===== config.mk =====
export PLATFORM = sky130hd
export DESIGN_NAME = sic_cell
export DESIGN_NICKNAME = d
export VERILOG_FILES = /design/src/rtl/sic_pkg.sv /design/src/rtl/sic_cell.sv
export SDC_FILE = /design/constraint.sdc
export NUM_CORES = 1
export LEC_CHECK = 0
export BUFFER_PORTS_ARGS = -buffer_cell sky130_fd_sc_hd__buf_2
export CORE_MARGIN = 3
export CORE_UTILIZATION = 51
export CTS_CLUSTER_SIZE = 10
export DETAILED_ROUTE_END_ITERATION = 10
export PLACE_DENSITY = 0.9
export REMOVE_ABC_BUFFERS = 1
export SLEW_MARGIN = 20
export SYNTH_ARGS = -nofsm -noshare
export SYNTH_HDL_FRONTEND = slang
export SYNTH_SLANG_ARGS = --single-unit

===== constraint.sdc =====
create_clock -name i_clk -period 6.6 [get_ports i_clk]
set_input_delay 0.99 -clock i_clk [delete_from_list [all_inputs] [get_ports i_clk]]
set_output_delay 0.99 -clock i_clk [all_outputs]
set_load 0.02 [all_outputs]

===== src/rtl/sic_pkg.sv =====
// Package of the streaming inversion counter: widths, defaults and the
// control record that travels down the row of compare cells. No dependencies.
package sic_pkg;

    localparam int MAX_ITEMS_DEF = 1024;
    localparam int VALUE_W       = 32;
    localparam int NEW_W         = 10;
    localparam int TOTAL_W       = 19;

    localparam logic [NEW_W-1:0]   NEW_MAX   = {NEW_W{1'b1}};
    localparam logic [TOTAL_W-1:0] TOTAL_MAX = {TOTAL_W{1'b1}};

    typedef struct packed {
        logic valid;
        logic last;
        logic ovf;
    } t_ctrl;

endpackage


===== src/rtl/sic_cell.sv =====
// One compare cell of the inversion counter row: holds one stored value,
// counts it against each passing item and stores the item at its own position.
// Depends on sic_pkg.
module sic_cell
    import sic_pkg::*;
#(
    parameter int MAX_ITEMS = MAX_ITEMS_DEF,
    parameter int POS       = 0
) (
    input  logic                      i_clk,
    input  logic                      i_rst_n,
    input  logic                      i_adv,
    input  t_ctrl                     i_ctrl,
    input  logic signed [VALUE_W-1:0] i_value,
    input  logic [$clog2(MAX_ITEMS+1)-1:0] i_idx,
    input  logic [$clog2(MAX_ITEMS)-1:0]   i_part,
    output t_ctrl                     o_ctrl,
    output logic signed [VALUE_W-1:0] o_value,
    output logic [$clog2(MAX_ITEMS+1)-1:0] o_idx,
    output logic [$clog2(MAX_ITEMS)-1:0]   o_part
);

    localparam int CW = $clog2(MAX_ITEMS + 1);
    localparam int PW = $clog2(MAX_ITEMS);
    localparam logic [CW-1:0] POS_C = CW'(POS);

    logic signed [VALUE_W-1:0] r_stored;
    t_ctrl                     r_ctrl;
    logic signed [VALUE_W-1:0] r_value;
    logic [CW-1:0]             r_idx;
    logic [PW-1:0]             r_part;
    logic                      w_live;
    logic                      w_hit;
    logic                      w_store;

    assign w_live  = i_ctrl.valid && !i_ctrl.ovf;
    assign w_hit   = w_live && (POS_C < i_idx) && (r_stored > i_value);
    assign w_store = i_adv && w_live && (i_idx == POS_C);

    always_ff @(posedge i_clk) begin
        if (!i_rst_n) begin
            r_ctrl <= '0;
        end else if (i_adv) begin
            r_ctrl <= i_ctrl;
        end
    end

    always_ff @(posedge i_clk) begin
        if (i_adv) begin
            r_value <= i_value;
            r_idx   <= i_idx;
            r_part  <= i_part + PW'(w_hit);
        end
        if (w_store) begin
            r_stored <= i_value;
        end
    end

    assign o_ctrl  = r_ctrl;
    assign o_value = r_value;
    assign o_idx   = r_idx;
    assign o_part  = r_part;

endmodule


-- Yosys cells after proc, flatten, opt, wreduce, memory -nomap -nowiden
Index checks and enable logic that the tools add are counted.
- flip-flop bits (word level): 88
- bits in latches: 0
- RAM bits: 0
- ROM bits: 0
- output and inout port bits: 56
- memories: 0
- $add $sub $neg: 1
- multipliers: 0
- divide/modulo/power cells: 0
- $lt $le $gt $ge: 2
- eq/ne operators: 0
- shifts and indexed selects: 0
- mux-type cells: 0
- bitwise logic cells: 0
- reductions and logical operators: 7
- operator list (operator ; count):
    > comparator 32 bit ; 1
    logical NOT 11 bit ; 1
    less-than comparator 1 x 11 -> 1 bit (first input constant) ; 1
    adder 10 x 1 -> 10 bit ; 1
    logical AND 1 bit ; 5
    logical NOT 1 bit ; 1

-- Longest topological paths before layout
- word-level depth: 5
- gate-level depth with buffers: 13
- mapped depth without buffers: 13

-- Least setup slack after synthesis
Ideal clock, no wire load.
- path type: in2reg
- start point: in i_idx[9]
- end point: reg r_stored[0], enable pin
- arrival time: 4.724 ns
- required time: 6.099 ns
- setup slack: 1.375 ns
- stages: 2
- path buffers: 0
- cell sequence: or4_1 -> nor4_1
- cells in the longest elaborated chain, start to end: 2
- RTL lines (what ; RTL line ; RTL):
    from (decl) ; sic_cell.sv:15 ; input logic [$clog2(MAX_ITEMS+1)-1:0] i_idx,
    logical NOT 11 bit ; sic_cell.sv:38 ; assign w_store = i_adv && w_live && (i_idx == POS_C);
    logical AND 1 bit ; sic_cell.sv:38 ;
    net w_store ; sic_cell.sv:34 ; logic w_store;
    to (signal assigned) ; sic_cell.sv:55 ; r_stored <= i_value;
    to (decl) ; sic_cell.sv:27 ; logic signed [VALUE_W-1:0] r_stored;
The timed path passes the listed nets, and every way through them passes these cells.
A chain may end at the register's enable or synchronous reset.

-- Worst setup path in the final report
- start point: in i_value[14]
- end point: reg r_part[8] (netlist: o_part[8]), data pin
- cells in the longest elaborated chain, start to end: 3
- RTL lines (what ; RTL line ; RTL):
    from (decl) ; sic_cell.sv:14 ; input logic signed [VALUE_W-1:0] i_value,
    > comparator 32 bit ; sic_cell.sv:37 ; assign w_hit = w_live && (POS_C < i_idx) && (r_stored > i_value);
    logical AND 1 bit ; sic_cell.sv:37 ;
    adder 10 x 1 -> 10 bit ; sic_cell.sv:52 ; r_part <= i_part + PW'(w_hit);
    to (signal assigned) ; sic_cell.sv:52 ;
    to (decl) ; sic_cell.sv:31 ; logic [PW-1:0] r_part;
Every way passes these cells.

==> run metrics <==
sequential power share=0.559; FF+latch count, synth=around 90; worst slew pin tran=0.726 ns; switching power total=between 200 and 300 µW; Root Buffer=clkbuf_8; prevailing post-synth register cell=edfxtp_1; fin crit period=between 3 and 4 ns; Antenna Nets Post-Route=0; hpwl dp=just over 5 mm; Inserted Clock Buffers=9; first-pass GRT wire length=approximately 11 mm; Critical Path Slowest Stage Cell=a221o_1; Unique masters post-synth=30; max cap viols=0; total wire length=slightly below 7 mm; initial antenna violation count=0; Final Worst Setup Slack=~3.3 ns; PortBufs=between 100 and 150; Clock transition at path regs=0.08 ns; nets=approximately 460; total setup buffers inserted after CTS=0; XOR/XNOR Fraction of Synth Area=0.0190; gr ovfl total=0; Post-Syn Area=0.00368 mm²; CP required=approximately 6.7 ns; Setup Crit Path Kind=in2reg; Crit Path Max Fanout=4; dpl cell area=approximately 0.0044 mm²; status=finished, final reports clean; max incr delay on CP=0.35 ns; n_diodes=0; worst r2r src=r_stored[14]; Worst Setup End Kind=register; via density per instance=a little under 5; Mapped Cells=between 200 and 250; Worst Setup Start Kind=primary input; drt first pass iters=4; RePlAce Congestion=around 0.75; Setup Skew=0.00853 ns; Residual DRC=0; CTS tree=done; CP Data Arrival Time=between 3 and 4 ns; clk_lat worst skew=roughly 0.35 ns; final hold vios=0; fin area=0.00460 mm²; main combinational cell family by area after synthesis=adder cells; hold_buf cts=0; clock sink total=88; Adder-Cell Fraction of Synth Area=0.116; EDFF count, synth=85; Synth Area in Simple Gates=0.0625; Setup WS pre-CTS=between 2 and 3 ns; Starting Density=0.533; Synth Area in Compound Gates=0.0506; routed vias=~2300; logic gate share of total power=0.107; cell mode on critical path=ha_1; RSZ-0062 raised after global routing=no; Area Overhead vs Synth=24.9%; Hold Path Class=reg2reg; fillcell total=~560; TNS Setup=0 ns; Slew headroom=0.516; hold_sp=o_ctrl[2]; Fmax achieved=roughly 310 MHz; Core Region=0.00691 mm²; Final period util=0.495; Ys Warns=0; fin cells=approximately 470; routed len/inst=between 10 and 15 µm; P per Cell Area=252 mW/mm²; Max Buffers Root-to-Sink=2; Peak VDD IR=approximately 0.00015 V; clock network fraction of design power=0.334; cell chain of the critical path=buf_2 > inv_1 > ha_1 > a21oi_1 > nand2_1 > a221o_1 > o31ai_2 > a21oi_1 > and3b_1 > ha_1 > ha_1 > nand4_1 > xnor2_1; die width=just over 90 µm; largest net degree at the start of global routing=58; post-cts resize count=0; max-slew violations=0; static leakage=~2 nW; fraction of layout cells with a size suffix above 1=0.357; Max H-tree Level=3; Die Ht=91.0 µm; Internal=about 900 µW; syn avg cell area=15.5 µm²; initial detailed-routing violation count=79; vias in the first global route=2456; GRT Overall Usage=0.173; placed cells=450; total die area=a little over 0.008 mm²; final setup vio count=0; switching part of the total=0.225; boundary pin count=115; FFs w/ async S/R, synth=0; sequential area share after synthesis=0.709; Rows=30; mux cell area share after synthesis=0.00815; Setup crit start=i_value[14]
[stage by stage]
stage | utilization | power [mW] | hold WS [ns]
after floorplan | - | 0.724 | 0.589
after global placement | 0.636 | 0.781 | 0.493
after detailed placement | 0.636 | 0.787 | 0.502
after CTS | 0.666 | 1.17 | 0.526
after global routing | 0.666 | 1.21 | 0.563
final | 0.666 | 1.16 | 0.523
[cells in the final DEF (no fill, tap or decap), types with 3 or more instances in the layout]
cell type / instances
buf_2: 114
edfxtp_1: 85
inv_1: 34
ha_1: 34
a21oi_1: 14
nand2_1: 10
clkbuf_8: 9
nand3_1: 7
nand4_1: 7
xnor2_1: 6
nor2_1: 5
nor2b_1: 5
o21a_1: 3
mux2i_1: 3
clkbuf_1: 3
dfxtp_1: 3
[critical path, delay by kind of cell]
kind	cells	cell delay (ns)
AOI/OAI and AO/OA	4	0.90
xor gates and xnor gates	1	0.14
adders and majority gates	3	0.75
buffers and inverters	2	0.14
and+or+nand+nor	3	0.45
[worst paths after layout]
check | endpoint | slack [ns] | depth (start not counted)
setup / recovery | o_part[8] | 3.33 | 13
hold / removal | o_ctrl[2] | 0.52 | 2
setup reg to reg | o_part[8] | 3.74 | 11
hold reg to reg | o_ctrl[2] | 0.52 | 2
[layout make-up]
| type | count | area (µm²) | area share |
|---|---|---|---|
| Inverter | 34 | 128 | 0.0278 |
| Clock inverter | 4 | 68.8 | 0.0150 |
| Clock buffer | 12 | 135 | 0.0294 |
| Timing Repair Buffer | 116 | 586 | 0.127 |
| Tap cell | 96 | 120 | 0.0261 |
| Sequential cell | 88 | 2610 | 0.568 |
| Multi-Input combinational cell | 116 | 948 | 0.206 |
[per-layer routing]
| metal | GRT usage | part of all wire | vias to the layer above |
|---|---|---|---|
| met3 | 0.0456 | 0.047 | 10 |
| met1 | 0.201 | 0.40 | 1078 |
| met5 | 0 | 0 | - |
| met2 | 0.304 | 0.53 | 67 |
| met4 | 0.0678 | 0.017 | 0 |
| li1 | - | - | 1139 |
[Yosys cell counts (3+ instances only)]
library cell	instances	area [µm²]
nand2_1	10	37.5
nand4_1	7	43.8
xnor2_1	6	52.6
a21oi_1	14	70.1
nand3_1	7	35.0
edfxtp_1	85	2550
o21a_1	3	22.5
mux2i_1	3	30.0
nor2_1	5	18.8
inv_1	34	128
dfxtp_1	3	60.1
ha_1	34	425
nor2b_1	5	31.3
[power groups by stage]
stage / clock network (mW) / logic (mW) / registers (mW)
after detailed placement: 0 / 0.126 / 0.661
after floorplan: 0 / 0.0264 / 0.697
after CTS: 0.398 / 0.126 / 0.649
after global placement: 0 / 0.121 / 0.660
after global routing: 0.419 / 0.137 / 0.651
final: 0.387 / 0.124 / 0.648
[registers in the layout, indices dropped and copies added (netlist names)]
name and cells:
o_ctrl 3, o_idx 11, o_part 10, o_value 32
r_stored 32
[kinds of logic (layout without fill, tap and decap cells)]
group | Yosys count | in the layout
compound gates | 29 | 29
xor+xnor | 8 | 8
fa+ha+maj | 34 | 34
buf+inv | 34 | 166
flops | 88 | 88
mux | 3 | 3
simple gates | 42 | 42
No activity file was read; power rests on OpenSTA's default activity.
