==> config.mk <==
export PLATFORM = sky130hd
export DESIGN_NAME = sic_tail
export DESIGN_NICKNAME = d
export VERILOG_FILES = /design/src/rtl/sic_pkg.sv /design/src/rtl/sic_tail.sv
export SDC_FILE = /design/constraint.sdc
export NUM_CORES = 1
export LEC_CHECK = 0
export BUFFER_PORTS_ARGS = -buffer_cell sky130_fd_sc_hd__buf_2
export CORE_AREA = 5 5 86 88
export CTS_CLUSTER_DIAMETER = 50
export CTS_CLUSTER_SIZE = 20
export DETAILED_ROUTE_END_ITERATION = 10
export DIE_AREA = 0 0 91 93
export GPL_TIMING_DRIVEN = 0
export REMOVE_ABC_BUFFERS = 1
export SLEW_MARGIN = 20
export SYNTH_ARGS = -nofsm -noshare
export SYNTH_HDL_FRONTEND = slang
export SYNTH_SLANG_ARGS = --single-unit
export TNS_END_PERCENT = 50
==> constraint.sdc <==
create_clock -name i_clk -period 3 [get_ports i_clk]
set_clock_uncertainty 0.2 [all_clocks]
set_input_delay 0.3 -clock i_clk [delete_from_list [all_inputs] [get_ports i_clk]]
set_output_delay 0.3 -clock i_clk [all_outputs]
set_load 0.005 [all_outputs]
==> src/rtl/sic_pkg.sv <==
// Package of the streaming inversion counter: widths, defaults and the
// control record that travels down the row of compare cells. No dependencies.
package sic_pkg;

    localparam int MAX_ITEMS_DEF = 1024;
    localparam int VALUE_W       = 32;
    localparam int NEW_W         = 10;
    localparam int TOTAL_W       = 19;

    localparam logic [NEW_W-1:0]   NEW_MAX   = {NEW_W{1'b1}};
    localparam logic [TOTAL_W-1:0] TOTAL_MAX = {TOTAL_W{1'b1}};

    typedef struct packed {
        logic valid;
        logic last;
        logic ovf;
    } t_ctrl;

endpackage

==> src/rtl/sic_tail.sv <==
// Output stage of the inversion counter: keeps the running total and the
// overflow mark of the sequence and holds the result item. Depends on sic_pkg.
module sic_tail
    import sic_pkg::*;
#(
    parameter int MAX_ITEMS = MAX_ITEMS_DEF
) (
    input  logic                         i_clk,
    input  logic                         i_rst_n,
    input  logic                         i_adv,
    input  t_ctrl                        i_ctrl,
    input  logic [$clog2(MAX_ITEMS)-1:0] i_part,
    output logic                         o_valid,
    output logic [NEW_W-1:0]             o_new_inversions,
    output logic [TOTAL_W-1:0]           o_running_total,
    output logic                         o_is_last,
    output logic                         o_overflow
);

    localparam int TW = $clog2(MAX_ITEMS * (MAX_ITEMS - 1) / 2 + 1);
    localparam int SW = (TW > TOTAL_W + 1) ? TW : TOTAL_W + 1;

    logic [SW-1:0]      r_sum;
    logic               r_ovf_seen;
    logic               r_valid;
    logic [NEW_W-1:0]   r_new;
    logic [TOTAL_W-1:0] r_total;
    logic               r_last;
    logic               r_ovf;
    logic [SW-1:0]      w_part;
    logic [SW-1:0]      n_sum;
    logic               n_ovf;

    assign w_part = SW'(i_part);
    assign n_sum  = r_sum + w_part;
    assign n_ovf  = r_ovf_seen | i_ctrl.ovf;

    always_ff @(posedge i_clk) begin
        if (!i_rst_n) begin
            r_valid    <= 1'b0;
            r_sum      <= '0;
            r_ovf_seen <= 1'b0;
        end else if (i_adv) begin
            r_valid <= i_ctrl.valid;
            if (i_ctrl.valid) begin
                r_sum      <= i_ctrl.last ? '0 : n_sum;
                r_ovf_seen <= i_ctrl.last ? 1'b0 : n_ovf;
            end
        end
    end

    always_ff @(posedge i_clk) begin
        if (i_adv && i_ctrl.valid) begin
            r_new   <= (w_part > SW'(NEW_MAX)) ? NEW_MAX : NEW_W'(w_part);
            r_total <= (n_sum > SW'(TOTAL_MAX)) ? TOTAL_MAX : TOTAL_W'(n_sum);
            r_last  <= i_ctrl.last;
            r_ovf   <= n_ovf;
        end
    end

    assign o_valid          = r_valid;
    assign o_new_inversions = r_new;
    assign o_running_total  = r_total;
    assign o_is_last        = r_last;
    assign o_overflow       = r_ovf;

endmodule

* Word level (Yosys, flattened, before mapping)
Index checks and enable logic that the tools add are counted.
** Word-level totals
- Word-level logic and storage cells :: 15
- Memories kept :: 0
- ROM bits :: 0
- Memory bits (writable) :: 0
- Input port bits :: 16
- Latch bits :: 0
- Output and inout bits :: 32
- Register bits after elaboration :: 53
** Cells by class
- Multipliers :: 0
- Equality and inequality tests :: 0
- Shift-type cells :: 0
- Reductions and logical operators :: 2
- Add/sub/neg operators :: 1
- Mux-type cells :: 2
- Div/mod/pow operators :: 0
- Order comparisons :: 2
- Bitwise gates (word level) :: 1
** Operator list (count)
- adder 20 x 10 -> 20 bit :: 1
- greater-than comparator 20 x 19 -> 1 bit (second input constant) :: 1
- two-way mux 20 bit :: 1
- greater-than comparator 10 bit (second input constant) :: 1
- AND reduction 2 bit :: 1
- logical AND 1 bit :: 1
- two-way mux 1 bit :: 1
- bitwise OR 1 bit :: 1

* Depth between registers and ports, before layout
- Depth after elaboration :: 2
- Gate-level depth with buffers :: 9
- Gate-level depth less buffers :: 9

* Least setup slack after synthesis
OpenSTA, ideal clock, no wires.
- Path kind :: input -> register
- From :: input i_part[7]
- To :: register r_total[6] (netlist: o_running_total[6]) (data pin)
- Slack :: 0.577 ns
- Arrival time :: 1.963 ns
- Buffers on the path :: 2
- Stages :: 9
- Cell sequence :: ha_1 buf_6 a21oi_2 nand2_1 a31o_1 o2111ai_2 xor2_2 buf_6 nand2_1
** On the way
- Longest elaborated chain between the ends :: 2
** Ends and longest elaborated chain
- start: declaration :: line sic_tail.sv:12 : input logic [$clog2(MAX_ITEMS)-1:0] i_part,
- adder 20 x 10 -> 20 bit :: line sic_tail.sv:35 : assign n_sum = r_sum + w_part;
- greater-than comparator 20 x 19 -> 1 bit :: line sic_tail.sv:55 : r_total <= (n_sum > SW'(TOTAL_MAX)) ? TOTAL_MAX : TOTAL_W'(n_sum);
- end signal: assignment :: line sic_tail.sv:55
- end: declaration :: line sic_tail.sv:27 : logic [TOTAL_W-1:0] r_total;
Every way passes these cells.
A chain may end at the register's enable or synchronous reset.

* Worst setup path after layout
- From :: input i_part[0]
- To :: register r_sum[18]
** On the way
- Longest elaborated chain between the ends :: 2
** Ends and longest elaborated chain
- adder 20 x 10 -> 20 bit :: line sic_tail.sv:35
- two-way mux 20 bit :: line sic_tail.sv:46 : r_sum <= i_ctrl.last ? '0 : n_sum;
- end signal: assignment :: line sic_tail.sv:46
- end: declaration :: line sic_tail.sv:23 : logic [SW-1:0] r_sum;
Every way passes these cells.

==> run_results.csv <==
group,metric,value,unit
status,status,"completed",
floorplan,die_h,93,um
synth,yosys_warnings,0,
final_layout,seqCellArea,1370,sq um
global_route,grt_max_degree,39,
placement,gp_congestion,0.831,
final_layout,fillers,633,
synth,synth_xor_area_frac,0.0499,
job,cap_violations,0,
floorplan,die_x,91,um
detailed_routing,viasPerCell,5.41,
synth,synthMuxAreaShare,0.00720,
synth,yosysSeqAreaShare,0.493,
synth,syn-instance-count,282,
power_and_ir_drop,seqPwrFrac,0.594,
power_and_ir_drop,p_int,0.00104,W
synth,synth-seq-cells,53,
clocking,cts.sinks,53,
sta,fin_crit_sh,0.956,
detailed_routing,post_drt_wl_per_cell,15.5,um
synth,ys.flop_type,"edfxtp_1",
final_layout,final_cell_area,3230,sq um
synth,synth_compound_area_frac,0.148,
synth,yosys.cell_types.count,57,
synth,synthSimpleGateAreaFrac,0.199,
sta,tightest_slew,602,ps
power_and_ir_drop,leakagePower,1.28,nW
power_and_ir_drop,sw_frac_of_total,0.239,
detailed_routing,drt.antenna.violating_nets,0,
final_layout,layout_commonest_cell,"buf_2",
sta,finalHoldViolations,0,
final_layout,nets,350,
clocking,numCtsBuffers,5,
setup_path,crit_path_max_fanout,6,
synth,syn-cell-area,2780,sq um
synth,yosys.area_share.adder,0.0522,
final_layout,n_antenna_cell,0,
synth,synth_edf_count,31,
power_and_ir_drop,p_comb_frac,0.122,
final_layout,syn_to_final_growth,16.1,%
global_route,gr-total-overflow,0,
clocking,cts-root-buf,"clkbuf_8",
setup_path,r2r_slack,410,ps
placement,dpl_cell_area,3010,sq um
global_route,grt_antenna_before_repair,0,
final_layout,fin_util,0.492,
synth,synth_top_family_by_area,"simple AND/OR/NAND/NOR gates",
synth,avgSynthCellArea,9.86,sq um
setup_path,worstPathArrival,2920,ps
setup_path,endpoint_kind,"flop",
synth,yosys.area.top_type,"edfxtp_1",
sta,min_period,2870,ps
detailed_routing,dr.pass1.iters,4,
floorplan,rows,30,
floorplan,initial_core_util,0.423,
worst_hold_path,min_path_type,"input pin to flop",
power_and_ir_drop,p_sw,0.000326,W
synth,ys_async_sr_fraction,0,
synth,synth_top_area_frac,0.335,
global_route,grt_pass1_wl,10.3,mm
synth,ys_top_cells_by_area,"edfxtp_1, dfxtp_1, nand2_1",
power_and_ir_drop,vdd_drop_max,0.000202,V
sta,slew_headroom,0.597,
clocking,cts_buffer_depth,2,
placement,port_buffers,47,
power_and_ir_drop,pwr_density_cell,423,nW/um^2
global_route,grt_usage,0.151,
detailed_routing,drcViolationCount,0,
placement,hpwl,4.13,mm
clocking,clkTransAtPathRegs,90,ps
clocking,htree_levels,2,
sta,fin_tns_setup,0,ps
setup_path,required,3050,ps
floorplan,io_pins,48,
power_and_ir_drop,total_power,0.00137,W
clocking,clk_latency,300,ps
global_route,first_global_vias,2116,
sta,setup_violations,0,
setup_path,worst-setup-path-type,"input pin to flop",
final_layout,multi_input_area,1290,sq um
power_and_ir_drop,pwr-share-clk,0.284,
detailed_routing,num_vias,2185,
detailed_routing,drt_wl_total,6.25,mm
sta,fmax,349,MHz
setup_path,start_kind,"input pin",
sta,whs,19.2,ps
final_layout,final_cell_mix,"buf_2, nand2_1, edfxtp_1, dfxtp_1, nor2_1",
final_layout,drive_above_1_share,0.198,
clocking,cts_tree,"done",
sta,grt_setup_unrepaired,"yes",
floorplan,coreArea,6570,sq um
detailed_routing,drt_iter0_drc,109,
sta,slew_violations,0,
floorplan,fp.dieArea,8460,sq um
==> final timing paths <==
check / endpoint / from / cells after the start
max: r_sum[18] / i_part[0] / 11
min: o_new_inversions[5] / i_part[5] / 1
max reg2reg: r_sum[18] / r_sum[0] / 9
min reg2reg: o_valid / o_valid / 2
==> kinds of logic (layout without fill, tap and decap cells) <==
| family | after synthesis | in the layout |
|---|---|---|
| AOI/OAI and AO/OA | 57 | 57 |
| DFF | 53 | 53 |
| and+or+nand+nor | 112 | 112 |
| adders and majority gates | 11 | 11 |
| xor gates and xnor gates | 15 | 15 |
| buffers and inverters | 32 | 74 |
| muxes | 2 | 2 |
==> synth_stat cells (2+ instances only) <==
| cell type | number |
|---|---|
| nand2_1 | 34 |
| edfxtp_1 | 31 |
| dfxtp_1 | 22 |
| clkbuf_1 | 20 |
| nor2_1 | 19 |
| nand3_1 | 18 |
| a21oi_1 | 11 |
| ha_1 | 10 |
| inv_1 | 8 |
| nand2b_1 | 8 |
| o21ai_0 | 8 |
| and3_1 | 7 |
| xnor2_1 | 7 |
| xor2_1 | 7 |
| or3_1 | 6 |
| a31oi_1 | 4 |
| nand4_1 | 4 |
| nor3_1 | 4 |
| o211ai_1 | 4 |
| a21o_1 | 3 |
| and2_1 | 3 |
| a22oi_1 | 2 |
| a2bb2oi_1 | 2 |
| and4_1 | 2 |
| buf_6 | 2 |
| mux2i_1 | 2 |
| o2111ai_1 | 2 |
| o21ai_1 | 2 |
| or4_1 | 2 |
==> state kept, by name, indices dropped and copies added, names as in the netlist <==
| signal | count |
|---|---|
| o_new_inversions | 10 |
| r_ovf_seen | 1 |
| o_valid | 1 |
| r_sum | 20 |
| o_overflow | 1 |
| o_running_total | 19 |
| o_is_last | 1 |
==> layer usage <==
layer  part of all wire  track usage  vias to the layer above
li1                   -            -                     1098
met5                  0            0                        -
met2               0.47        0.247                       60
met1               0.46        0.196                     1021
met4              0.015       0.0550                        0
met3              0.058       0.0330                        6
==> final cells by class <==
cell class                      count  share of cell area
Clock buffer                        8              0.0248
Inverter                            8              0.0108
Timing Repair Buffer               58               0.109
Sequential cell                    53               0.424
Tap cell                           80              0.0310
Multi-Input combinational cell    197               0.400
==> per-stage QoR <==
| step | instances | worst slack, ps |
|---|---|---|
| 2_1_floorplan | 258 | 56.0 |
| 3_3_place_gp | 385 | -1180 |
| 3_5_place_dp | 385 | -631 |
| 4_1_cts | 401 | 10.7 |
| 5_1_grt | 404 | -13.5 |
| 6_report | 404 | 131 |
==> power by group through the flow <==
| stage | Clock [W] | Combinational [W] | Sequential (W) |
|---|---|---|---|
| floorplan | 0 | 0.0000883 | 0.000832 |
| global placement | 0 | 0.000155 | 0.000828 |
| detailed placement | 0 | 0.000158 | 0.000828 |
| CTS | 0.000403 | 0.000167 | 0.000811 |
| global route | 0.000428 | 0.000188 | 0.000814 |
| finish | 0.000388 | 0.000167 | 0.000810 |
==> what timing repair did <==
item | in CTS | in global routing
resized for setup | 3 | 2
endpoints found under the setup margin | 6 | 21
pin swaps | 0 | 1
hold endpoints to repair | 8 | 1
hold buffers | 8 | 1
setup buffers | 0 | 2
==> worst max-delay path, cell delays in order <==
cell	delay (ps)
dlygate4sd3_1	520
buf_2	110
ha_1	160
inv_1	60
fa_1	420
nand2b_1	190
a21o_1	220
a21boi_4	230
nor2_1	110
or4_1	520
nand3_1	90
No activity file was read; power rests on OpenSTA's default activity.
